--- src/hdl/xs1024_pkg.sv ---
// Package: payload structs, command codes and the generator constants.
`default_nettype none
package xs1024_pkg;

  localparam logic CMD_LOAD = 1'b0;
  localparam logic CMD_GEN  = 1'b1;

  localparam int unsigned WORD_W   = 64;
  localparam int unsigned PTR_W    = 4;
  localparam int unsigned NUM_WORDS = 16;

  localparam logic [63:0] XS_MULT = 64'h1066_89D4_5497_FDB5;
  localparam int unsigned SHL_A = 31;
  localparam int unsigned SHR_B = 11;
  localparam int unsigned SHR_C = 30;

  typedef struct packed {
    logic        cmd;
    logic [3:0]  seed_index;
    logic [63:0] seed_value;
    logic        last_of_request;
  } req_t;

  typedef struct packed {
    logic [7:0] random_byte;
    logic       last_out;
  } rsp_t;

endpackage
`default_nettype wire

--- src/hdl/xorshift1024_star_byte_generator.sv ---
// Top level: xorshift1024* byte generator built around a 16 x 64 state memory.
//
//  channel | direction | handshake             | payload
//  --------+-----------+-----------------------+-------------------------------
//  req     | in        | req_valid / req_ready | cmd, seed_index, seed_value,
//          |           |                       | last_of_request
//  rsp     | out       | rsp_valid / rsp_ready | random_byte, last_out
//
// One item per cycle while rsp is not stalled. The state memory is read at the
// accepting edge (registered, two read ports); the update stage then does the
// xorshift update, writes the word back and loads the output register that
// drives rsp.
// A write made at the same edge as the next item's memory read is forwarded
// into that item's update, so back-to-back items never wait on each other.
// Reset (rst, synchronous) clears the word pointer, the pipeline valids and
// one valid flag per state word; a word never written reads as zero.
// A stalled rsp holds the update stage; req_ready drops only then.
`default_nettype none
module xorshift1024_star_byte_generator (
  input  wire logic              clk,
  input  wire logic              rst,
  input  wire logic              req_valid,
  output logic                   req_ready,
  input  wire xs1024_pkg::req_t  req,
  output logic                   rsp_valid,
  input  wire logic              rsp_ready,
  output xs1024_pkg::rsp_t       rsp
);

  localparam int unsigned PW = xs1024_pkg::PTR_W;
  localparam int unsigned WW = xs1024_pkg::WORD_W;

  // state memory, one valid flag per word stands in for the reset clear
  logic [WW-1:0] mem [xs1024_pkg::NUM_WORDS];
  logic [xs1024_pkg::NUM_WORDS-1:0] wvld;

  logic [PW-1:0] ptr;

  logic          req_fire;
  logic [PW-1:0] rd_a0;
  logic [PW-1:0] rd_a1;

  // read stage outputs (registered memory data)
  logic [WW-1:0] rd0;
  logic [WW-1:0] rd1;
  logic          rd0_v;
  logic          rd1_v;

  // update stage item
  logic          b_valid;
  logic          b_cmd;
  logic [PW-1:0] b_a0;
  logic [PW-1:0] b_a1;
  logic [PW-1:0] b_idx;
  logic [WW-1:0] b_val;
  logic          b_last;
  logic          b_fire;

  // most recent write, for forwarding
  logic          wq_valid;
  logic [PW-1:0] wq_addr;
  logic [WW-1:0] wq_data;

  logic [WW-1:0] s0;
  logic [WW-1:0] s1;
  logic [WW-1:0] s1a;
  logic [WW-1:0] s1b;
  logic [WW-1:0] s0a;
  logic [WW-1:0] w;
  logic [15:0]   prod;
  logic          wr_en;
  logic [PW-1:0] wr_addr;
  logic [WW-1:0] wr_data;

  assign req_fire = req_valid && req_ready;
  assign rd_a0    = ptr;
  assign rd_a1    = ptr + PW'(1);

  // update stage moves unless its byte would overwrite a waiting result
  assign b_fire    = b_valid &&
                     ((b_cmd == xs1024_pkg::CMD_LOAD) || !rsp_valid || rsp_ready);
  assign req_ready = !b_valid || b_fire;

  // word pointer: loads rewind it, generates step it
  always_ff @(posedge clk) begin
    if (rst) begin
      ptr <= '0;
    end else if (req_fire) begin
      if (req.cmd == xs1024_pkg::CMD_LOAD) begin
        ptr <= '0;
      end else begin
        ptr <= rd_a1;
      end
    end
  end

  // memory read ports, enabled on acceptance
  always_ff @(posedge clk) begin
    if (req_fire) begin
      rd0 <= mem[rd_a0];
      rd1 <= mem[rd_a1];
    end
  end

  always_ff @(posedge clk) begin
    if (rst) begin
      rd0_v <= 1'b0;
      rd1_v <= 1'b0;
    end else if (req_fire) begin
      rd0_v <= wvld[rd_a0];
      rd1_v <= wvld[rd_a1];
    end
  end

  // update stage registers
  always_ff @(posedge clk) begin
    if (rst) begin
      b_valid <= 1'b0;
    end else if (req_fire) begin
      b_valid <= 1'b1;
    end else if (b_fire) begin
      b_valid <= 1'b0;
    end
  end

  always_ff @(posedge clk) begin
    if (req_fire) begin
      b_cmd  <= req.cmd;
      b_a0   <= rd_a0;
      b_a1   <= rd_a1;
      b_idx  <= req.seed_index;
      b_val  <= req.seed_value;
      b_last <= req.last_of_request;
    end
  end

  // operands with forwarding of the write made at the read edge
  always_comb begin
    if (wq_valid && (wq_addr == b_a0)) begin
      s0 = wq_data;
    end else begin
      s0 = rd0_v ? rd0 : '0;
    end
    if (wq_valid && (wq_addr == b_a1)) begin
      s1 = wq_data;
    end else begin
      s1 = rd1_v ? rd1 : '0;
    end
    s1a  = s1 ^ (s1 << xs1024_pkg::SHL_A);
    s1b  = s1a ^ (s1a >> xs1024_pkg::SHR_B);
    s0a  = s0 ^ (s0 >> xs1024_pkg::SHR_C);
    w    = s0a ^ s1b;
    // only the low byte of the product is kept, so low bytes suffice
    prod = {8'd0, w[7:0]} * {8'd0, xs1024_pkg::XS_MULT[7:0]};
  end

  // single write port: loads write their word, generates the new word
  assign wr_en   = b_fire;
  assign wr_addr = (b_cmd == xs1024_pkg::CMD_LOAD) ? b_idx : b_a1;
  assign wr_data = (b_cmd == xs1024_pkg::CMD_LOAD) ? b_val : w;

  always_ff @(posedge clk) begin
    if (wr_en) begin
      mem[wr_addr] <= wr_data;
    end
  end

  always_ff @(posedge clk) begin
    if (rst) begin
      wvld     <= '0;
      wq_valid <= 1'b0;
    end else if (wr_en) begin
      wvld[wr_addr] <= 1'b1;
      wq_valid      <= 1'b1;
    end
  end

  always_ff @(posedge clk) begin
    if (wr_en) begin
      wq_addr <= wr_addr;
      wq_data <= wr_data;
    end
  end

  // output register
  always_ff @(posedge clk) begin
    if (rst) begin
      rsp_valid <= 1'b0;
    end else if (b_fire && (b_cmd == xs1024_pkg::CMD_GEN)) begin
      rsp_valid <= 1'b1;
    end else if (rsp_ready) begin
      rsp_valid <= 1'b0;
    end
  end

  always_ff @(posedge clk) begin
    if (b_fire && (b_cmd == xs1024_pkg::CMD_GEN)) begin
      rsp.random_byte <= prod[7:0];
      rsp.last_out    <= b_last;
    end
  end

endmodule
`default_nettype wire
--- config.mk ---
export PLATFORM = sky130hd
export DESIGN_NAME = xorshift1024_star_byte_generator
export DESIGN_NICKNAME = d
export VERILOG_FILES = /design/src/hdl/xs1024_pkg.sv /design/src/hdl/xorshift1024_star_byte_generator.sv
export SDC_FILE = /design/constraint.sdc
export NUM_CORES = 2
export LEC_CHECK = 0
export BUFFER_PORTS_ARGS = -buffer_cell sky130_fd_sc_hd__buf_2
export CAP_MARGIN = 15
export CORE_AREA = 5 5 363 436
export CTS_CLUSTER_DIAMETER = 60
export CTS_CLUSTER_SIZE = 30
export DETAILED_ROUTE_END_ITERATION = 10
export DIE_AREA = 0 0 368 441
export PLACE_DENSITY_LB_ADDON = 0.12
export SYNTH_ARGS = -nofsm -noshare
export SYNTH_HDL_FRONTEND = slang
export SYNTH_SLANG_ARGS = --single-unit
--- constraint.sdc ---
create_clock -name clk -period 13.3 [get_ports clk]
set_clock_uncertainty 0.1 [all_clocks]
set_input_delay 1.33 -clock clk [delete_from_list [all_inputs] [get_ports clk]]
set_output_delay 1.33 -clock clk [all_outputs]
set_load 0.05 [all_outputs]
Word level (Yosys, flattened, before mapping)
Memory sizes are Yosys's and may differ from the RTL's. A register that Yosys moved wholly into a read port is not among the register bits.
Cells that the tools add are included.
{ "word_totals": {"ff_bits": 180, "ram_bits": 1024, "inputBits": 74, "out_inout_bits": 11, "wordCells": 64, "n_memories": 1} }
{ "classes": {"n_addsub": 1, "multipliers": 1, "magnitude_cmp": 4, "n_eq_ne": 2, "muxes": 19, "bitwise": 6, "n_reduce_logical": 13} }
{ "memory_table": {"columns": ["name", "depth", "width", "rd", "rd_clocked_by_memory_dff", "write_ports", "line_no", "text"], "rows": [
  ["mem", 16, 64, 2, 2, 1, "xorshift1024_star_byte_generator.sv:34", "logic [WW-1:0] mem [xs1024_pkg::NUM_WORDS];"]
]} }
{ "op_table": {"columns": ["cell", "count"], "rows": [
  ["$mux W64", 5],
  ["$xor A64 B64 Y64", 2],
  ["$xor A64 B34 Y64", 1],
  ["$xor A64 B53 Y64", 1],
  ["$or A16 B16 Y16", 1],
  ["$lt A4 B5 Y1 const B", 3],
  ["$mux W1", 9],
  ["$bmux W1 S4", 2],
  ["$eq A4 B4 Y1", 2],
  ["$mul A8 B8 Y8 const B", 1],
  ["$mux W4", 2],
  ["$logic_and A1 B1 Y1", 6],
  ["$add A4 B1 Y4 const B", 1],
  ["$demux W1 S4", 1],
  ["$ge A4 B1 Y1 const B", 1],
  ["$reduce_bool A2 Y1", 2],
  ["$logic_or A1 B1 Y1", 3],
  ["$logic_not A1 Y1", 2],
  ["$not A1 Y1", 1]
]} }

Logic depth before layout (Yosys ltp)
{ "logic_depth": {"word_depth": 7, "depth_mapped": 21} }

Worst setup path after synthesis
Ideal clock, no wire load.
{ "synth_path": {"path_kind": "in2reg", "start": "input port rsp_ready", "end": "register ptr[2]", "arrival_time_ns": 6.788, "t_required_ns": 13.135, "setup_slack_ns": 6.347, "stages": 7, "cell_sequence": "nor2b_1 -> nand3_1 -> nand2_1 -> inv_1 -> and3_1 -> a21oi_1 -> nor2_1"} }
{ "synth_between": {"elab_chain_len": 4} }
{ "synth_lines": {"columns": ["item", "line_no", "text"], "rows": [
  ["from (decl)", "xorshift1024_star_byte_generator.sv:26", "input wire logic rsp_ready,"],
  ["$logic_or A1 B1 Y1", "xorshift1024_star_byte_generator.sv:81", "((b_cmd == xs1024_pkg::CMD_LOAD) || !rsp_valid || rsp_ready);"],
  ["$logic_and A1 B1 Y1", "xorshift1024_star_byte_generator.sv:80", "assign b_fire = b_valid &&"],
  ["$logic_or A1 B1 Y1", "xorshift1024_star_byte_generator.sv:82", "assign req_ready = !b_valid || b_fire;"],
  ["named net req_ready", "xorshift1024_star_byte_generator.sv:23", "output logic req_ready,"],
  ["$logic_and A1 B1 Y1", "xorshift1024_star_byte_generator.sv:75", "assign req_fire = req_valid && req_ready;"],
  ["named net req_fire", "xorshift1024_star_byte_generator.sv:39", "logic req_fire;"],
  ["to (signal assigned)", "xorshift1024_star_byte_generator.sv:92", "ptr <= rd_a1;"],
  ["to (decl)", "xorshift1024_star_byte_generator.sv:37", "logic [PW-1:0] ptr;"]
]} }
The timed path passes the listed nets, and every way through them passes these cells.
A chain may end at the register's enable or synchronous reset.

Worst setup path in the final report
{ "layout_path": {"start": "register wq_addr[1]", "end": "register rsp[8] (netlist bit) (data pin)"} }
{ "layout_between": {"elab_chain_len": 7} }
{ "layout_lines": {"columns": ["item", "line_no", "text"], "rows": [
  ["from (decl)", "xorshift1024_star_byte_generator.sv:61", "logic [PW-1:0] wq_addr;"],
  ["from (signal assigned)", "xorshift1024_star_byte_generator.sv:180", "wq_addr <= wr_addr;"],
  ["$eq A4 B4 Y1", "xorshift1024_star_byte_generator.sv:144", "if (wq_valid && (wq_addr == b_a1)) begin"],
  ["$logic_and A1 B1 Y1", "xorshift1024_star_byte_generator.sv:144", null],
  ["$mux W64", "xorshift1024_star_byte_generator.sv:144", null],
  ["$xor A64 B64 Y64", "xorshift1024_star_byte_generator.sv:149", "s1a = s1 ^ (s1 << xs1024_pkg::SHL_A);"],
  ["$xor A64 B53 Y64", "xorshift1024_star_byte_generator.sv:150", "s1b = s1a ^ (s1a >> xs1024_pkg::SHR_B);"],
  ["$xor A64 B64 Y64 (*)", "xorshift1024_star_byte_generator.sv:152", "w = s0a ^ s1b;"],
  ["$mul A8 B8 Y8 (*)", "xorshift1024_star_byte_generator.sv:154", "prod = {8'd0, w[7:0]} * {8'd0, xs1024_pkg::XS_MULT[7:0]};"],
  ["named net prod[7]", "xorshift1024_star_byte_generator.sv:70", "logic [15:0] prod;"],
  ["to (decl)", "xorshift1024_star_byte_generator.sv:27", "output xs1024_pkg::rsp_t rsp"]
]} }
Mark *: on every way through the listed nets, which the timed path passes. The rest lies on a longest branch.

==> impl_metrics.prom <==
# TYPE chip_impl_metric gauge
chip_impl_metric{name="synth_fa_ha_area_frac",unit=""} 0.00407
chip_impl_metric{name="route.detailed.drc",unit=""} 0
chip_impl_info{name="critical_path_class",value="reg2reg"} 1
chip_impl_metric{name="critPathMaxFanout",unit=""} 43
chip_impl_metric{name="timing.final.crit_share",unit=""} 0.462
chip_impl_metric{name="post_cts_hold_buffer_count",unit=""} 0
chip_impl_metric{name="yosys_register_bits",unit=""} 1332
chip_impl_metric{name="flow.area_growth_from_synthesis",unit="%"} 11.9
chip_impl_metric{name="grt_pass1_wl",unit="microns"} 257000
chip_impl_metric{name="max-clock-path-buffers",unit=""} 3
chip_impl_metric{name="leakagePower",unit="nW"} 20.8
chip_impl_metric{name="worst-path-stages",unit=""} 18
chip_impl_info{name="synthDominantAreaCellType",value="edfxtp_1"} 1
chip_impl_metric{name="place_inst",unit=""} 4963
chip_impl_metric{name="synth-edff-count",unit=""} 1307
chip_impl_metric{name="postSynthCellCount",unit=""} 2985
chip_impl_metric{name="floorplan.rows",unit=""} 158
chip_impl_metric{name="drtIter0Drc",unit=""} 3424
chip_impl_metric{name="stdcell_area",unit="sq mm"} 0.0682
chip_impl_metric{name="cts.sinks",unit=""} 1332
chip_impl_info{name="critical-path-slowest-cell",value="buf_4"} 1
chip_impl_metric{name="grt_start_max_net_pins",unit=""} 143
chip_impl_metric{name="vdd.ir_drop.worst",unit="mV"} 0.123
chip_impl_metric{name="route.antenna.remaining_nets",unit=""} 0
chip_impl_metric{name="synth_warnings",unit=""} 0
chip_impl_metric{name="die_y",unit="microns"} 441
chip_impl_metric{name="worst-r2r-setup-slack",unit="ns"} 7.16
chip_impl_metric{name="tightestPinTransition",unit="ns"} 1.23
chip_impl_metric{name="setup_tns",unit="ns"} 0
chip_impl_metric{name="globalplace.congestion",unit=""} 0.798
chip_impl_metric{name="antenna_found_initial",unit=""} 7
chip_impl_metric{name="die_width",unit="microns"} 368
chip_impl_metric{name="yosys.area_share.simple",unit=""} 0.0217
chip_impl_metric{name="avgSynthCellArea",unit="sq um"} 20.4
chip_impl_metric{name="relative_max_transition_margin",unit=""} 0.177
chip_impl_metric{name="core_box_area",unit="sq mm"} 0.154
chip_impl_metric{name="crit_path_largest_cell_delay",unit="ns"} 0.68
chip_impl_info{name="clk_root_buffer_cell",value="clkbuf_16"} 1
chip_impl_metric{name="top_level_ports",unit=""} 85
chip_impl_info{name="r2r_start",value="wq_addr[1]"} 1
chip_impl_metric{name="tritoncts.num_buffers",unit=""} 111
chip_impl_metric{name="sequential_to_total_area_share_from_yosys_stat",unit=""} 0.652
chip_impl_metric{name="synth_area",unit="sq mm"} 0.0609
chip_impl_metric{name="dr_total_vias",unit=""} 31600
chip_impl_metric{name="synth.net_count",unit=""} 3077
chip_impl_info{name="critPathLaunchType",value="flop"} 1
chip_impl_metric{name="clock.fmax",unit="MHz"} 163
chip_impl_metric{name="synth_cell_types",unit=""} 40
chip_impl_metric{name="report.final.slew_viol_count",unit=""} 0
chip_impl_metric{name="routedLengthMet1",unit="microns"} 74500
chip_impl_metric{name="worst_path_buffer_plus_inverter_count",unit=""} 4
chip_impl_metric{name="crit_required",unit="ns"} 13.70
chip_impl_info{name="main_combinational_cell_family_by_area_after_synthesis",value="multiplexers"} 1
chip_impl_info{name="most_used_standard_cell_by_instance_count_after_synthesis",value="edfxtp_1"} 1
chip_impl_metric{name="grt.overflow.total",unit=""} 0
chip_impl_metric{name="start_util",unit=""} 0.396
chip_impl_metric{name="finish.cell_count_without_fillers",unit=""} 5204
chip_impl_metric{name="post_dp_cell_area",unit="sq mm"} 0.0639
chip_impl_info{name="synth.cells.most_frequent",value="1307 x edfxtp_1, 650 x mux4_2, 176 x xnor2_1"} 1
chip_impl_metric{name="detail_route.first_pass.iterations",unit=""} 5
chip_impl_metric{name="asyncSetResetFlopFracSynth",unit=""} 0
chip_impl_info{name="rsz_0062_raised_after_global_routing",value="no"} 1
chip_impl_metric{name="post-cts-setup-buffers",unit=""} 0
chip_impl_metric{name="wire_per_inst",unit="microns"} 34.9
chip_impl_info{name="status",value="completed"} 1
chip_impl_metric{name="share_of_final_layout_standard_cells_stronger_than_drive_strength_1",unit=""} 0.352
chip_impl_info{name="worst_path_cell_trace",value="a222oi_1 -> nor3b_4 -> buf_4 -> buf_4 -> nor2_1 -> a21oi_1 -> xnor2_1 -> ha_1 -> ha_1 -> inv_1 -> fa_1 -> inv_1 -> fa_1 -> ha_1 -> a21oi_1 -> xnor2_1 -> xnor2_1 -> xnor3_1"} 1
chip_impl_info{name="min-delay-path-class",value="reg2reg"} 1
chip_impl_info{name="critPathTopFamily",value="adder cells"} 1
chip_impl_metric{name="io_buffers",unit=""} 84
chip_impl_metric{name="first_global_vias",unit=""} 33000
chip_impl_metric{name="yosys.area_share.xor_xnor",unit=""} 0.0381
chip_impl_metric{name="cts.htree.levels",unit=""} 3
chip_impl_metric{name="avgViaCountPerCell",unit=""} 6.07
chip_impl_metric{name="hpwlAfterDp",unit="microns"} 108000
chip_impl_metric{name="hold_viol",unit=""} 0
chip_impl_metric{name="period_minus_slack",unit="ns"} 6.14
chip_impl_metric{name="wl_met3",unit="microns"} 10200
chip_impl_metric{name="route.met2.wl",unit="microns"} 92500
chip_impl_metric{name="hold_path_depth",unit=""} 0
chip_impl_metric{name="post-synth-top-area-fraction",unit=""} 0.644
chip_impl_info{name="startpoint_of_the_worst_setup_timing_path",value="wq_addr[1]"} 1
chip_impl_metric{name="fin_nets",unit=""} 3196
chip_impl_info{name="holdCritStartpoint",value="b_last"} 1
chip_impl_metric{name="drt_wl_total",unit="microns"} 182000
chip_impl_info{name="worstSetupEndpointType",value="flop"} 1
chip_impl_metric{name="timing.final.setup_violations",unit=""} 0
chip_impl_info{name="synth-main-ff-cell",value="edfxtp_1"} 1
chip_impl_metric{name="post_synthesis_compound_gate_area_fraction",unit=""} 0.0101
chip_impl_metric{name="ctsResizeCount",unit=""} 0
chip_impl_metric{name="cts.reportedPaths.clkPinSlew",unit="ns"} 0.09
chip_impl_metric{name="synth.area.mux_share",unit=""} 0.258
chip_impl_metric{name="worstSkewPairLatency",unit="ns"} 0.76
chip_impl_metric{name="timing.critical_path.arrival",unit="ns"} 6.54
chip_impl_metric{name="design.die.area",unit="sq mm"} 0.162
chip_impl_info{name="post_synth_main_area_contributors",value="edfxtp_1 64%, mux4_2 24%, xnor2_1 2.5%"} 1
chip_impl_info{name="cts_tree",value="done"} 1
chip_impl_info{name="route.top_layer_used",value="met4"} 1
chip_impl_metric{name="maxCapViolCount",unit=""} 0
chip_impl_metric{name="grtUsageTotal",unit=""} 0.224
chip_impl_metric{name="timing.reg2reg.worst_path_depth",unit=""} 18
chip_impl_metric{name="powerDensity",unit="mW/mm^2"} 132
[power breakdown]
part	internal, mW	switching, mW
sequential	4.73	0.0709
clock	1.82	1.78
combinational	0.267	0.349
total	6.82	2.20
[cell usage in the layout, fill, tap and decap left out, drive strengths merged, types with 3 or more instances in the layout]
cell,count
edfxtp,1307
mux4,650
buf,202
xnor2,178
nor2,130
clkbuf,118
nand2,88
xor2,83
a21oi,82
mux2i,73
and2,52
inv,51
clkinv,49
mux2,26
dfxtp,25
nand3,18
ha,15
a31oi,13
o21ai,10
bufinv,8
clkinvlp,5
and3,4
fa,3
nor3,3
[metal layers]
layer	vias up	track usage
met5	-	0
met4	0	0.0567
met3	210	0.0270
met2	1193	0.386
met1	17500	0.306
li1	12700	-
[final timing paths]
check                end
setup reg to reg  rsp[8]
hold / removal    rsp[0]
hold reg to reg   rsp[0]
setup / recovery  rsp[8]
[through the flow]
step           setup slack (ns)  power (mW)  hold slack [ns]   util
2_1_floorplan              6.35        5.28            0.300      -
3_3_place_gp               7.21        5.50            0.301  0.415
3_5_place_dp               7.21        5.51            0.306  0.415
4_1_cts                    7.19        9.11            0.332  0.442
5_1_grt                    6.82        9.33            0.348  0.443
6_report                   7.16        9.02            0.332  0.443
[cell type report]
cell class,instances,area [sq um]
antenna,1,2.50
clock buffer,117,2840
clock inverter,95,1240
fill,13000,85600
inverter,18,77.6
multi-input combinational,1438,20400
sequential,1332,39800
tap,2000,2500
timing repair buffer,203,1400
[logic make-up (layout without fill, tap and decap cells)]
kind of cell,count (synthesis),count (layout)
flip-flops,1332,1332
multiplexers,749,749
AND/OR/NAND/NOR,300,300
XOR/XNOR,262,262
buffers and inverters,215,433
AO/OA/AOI/OAI,109,109
adder cells (fa/ha/maj),18,18
other,0,1
[registers in the layout, indices dropped and copies added (netlist names), 4 cells and up]
signal and flops:
rd1 64, mem 1024, wvld 16, rsp 9, b_a1 4, ptr 4, b_a0 4, b_idx 4
b_val 64, rd0 64, wq_data 64, wq_addr 4
No activity file was read; power rests on OpenSTA's default activity.
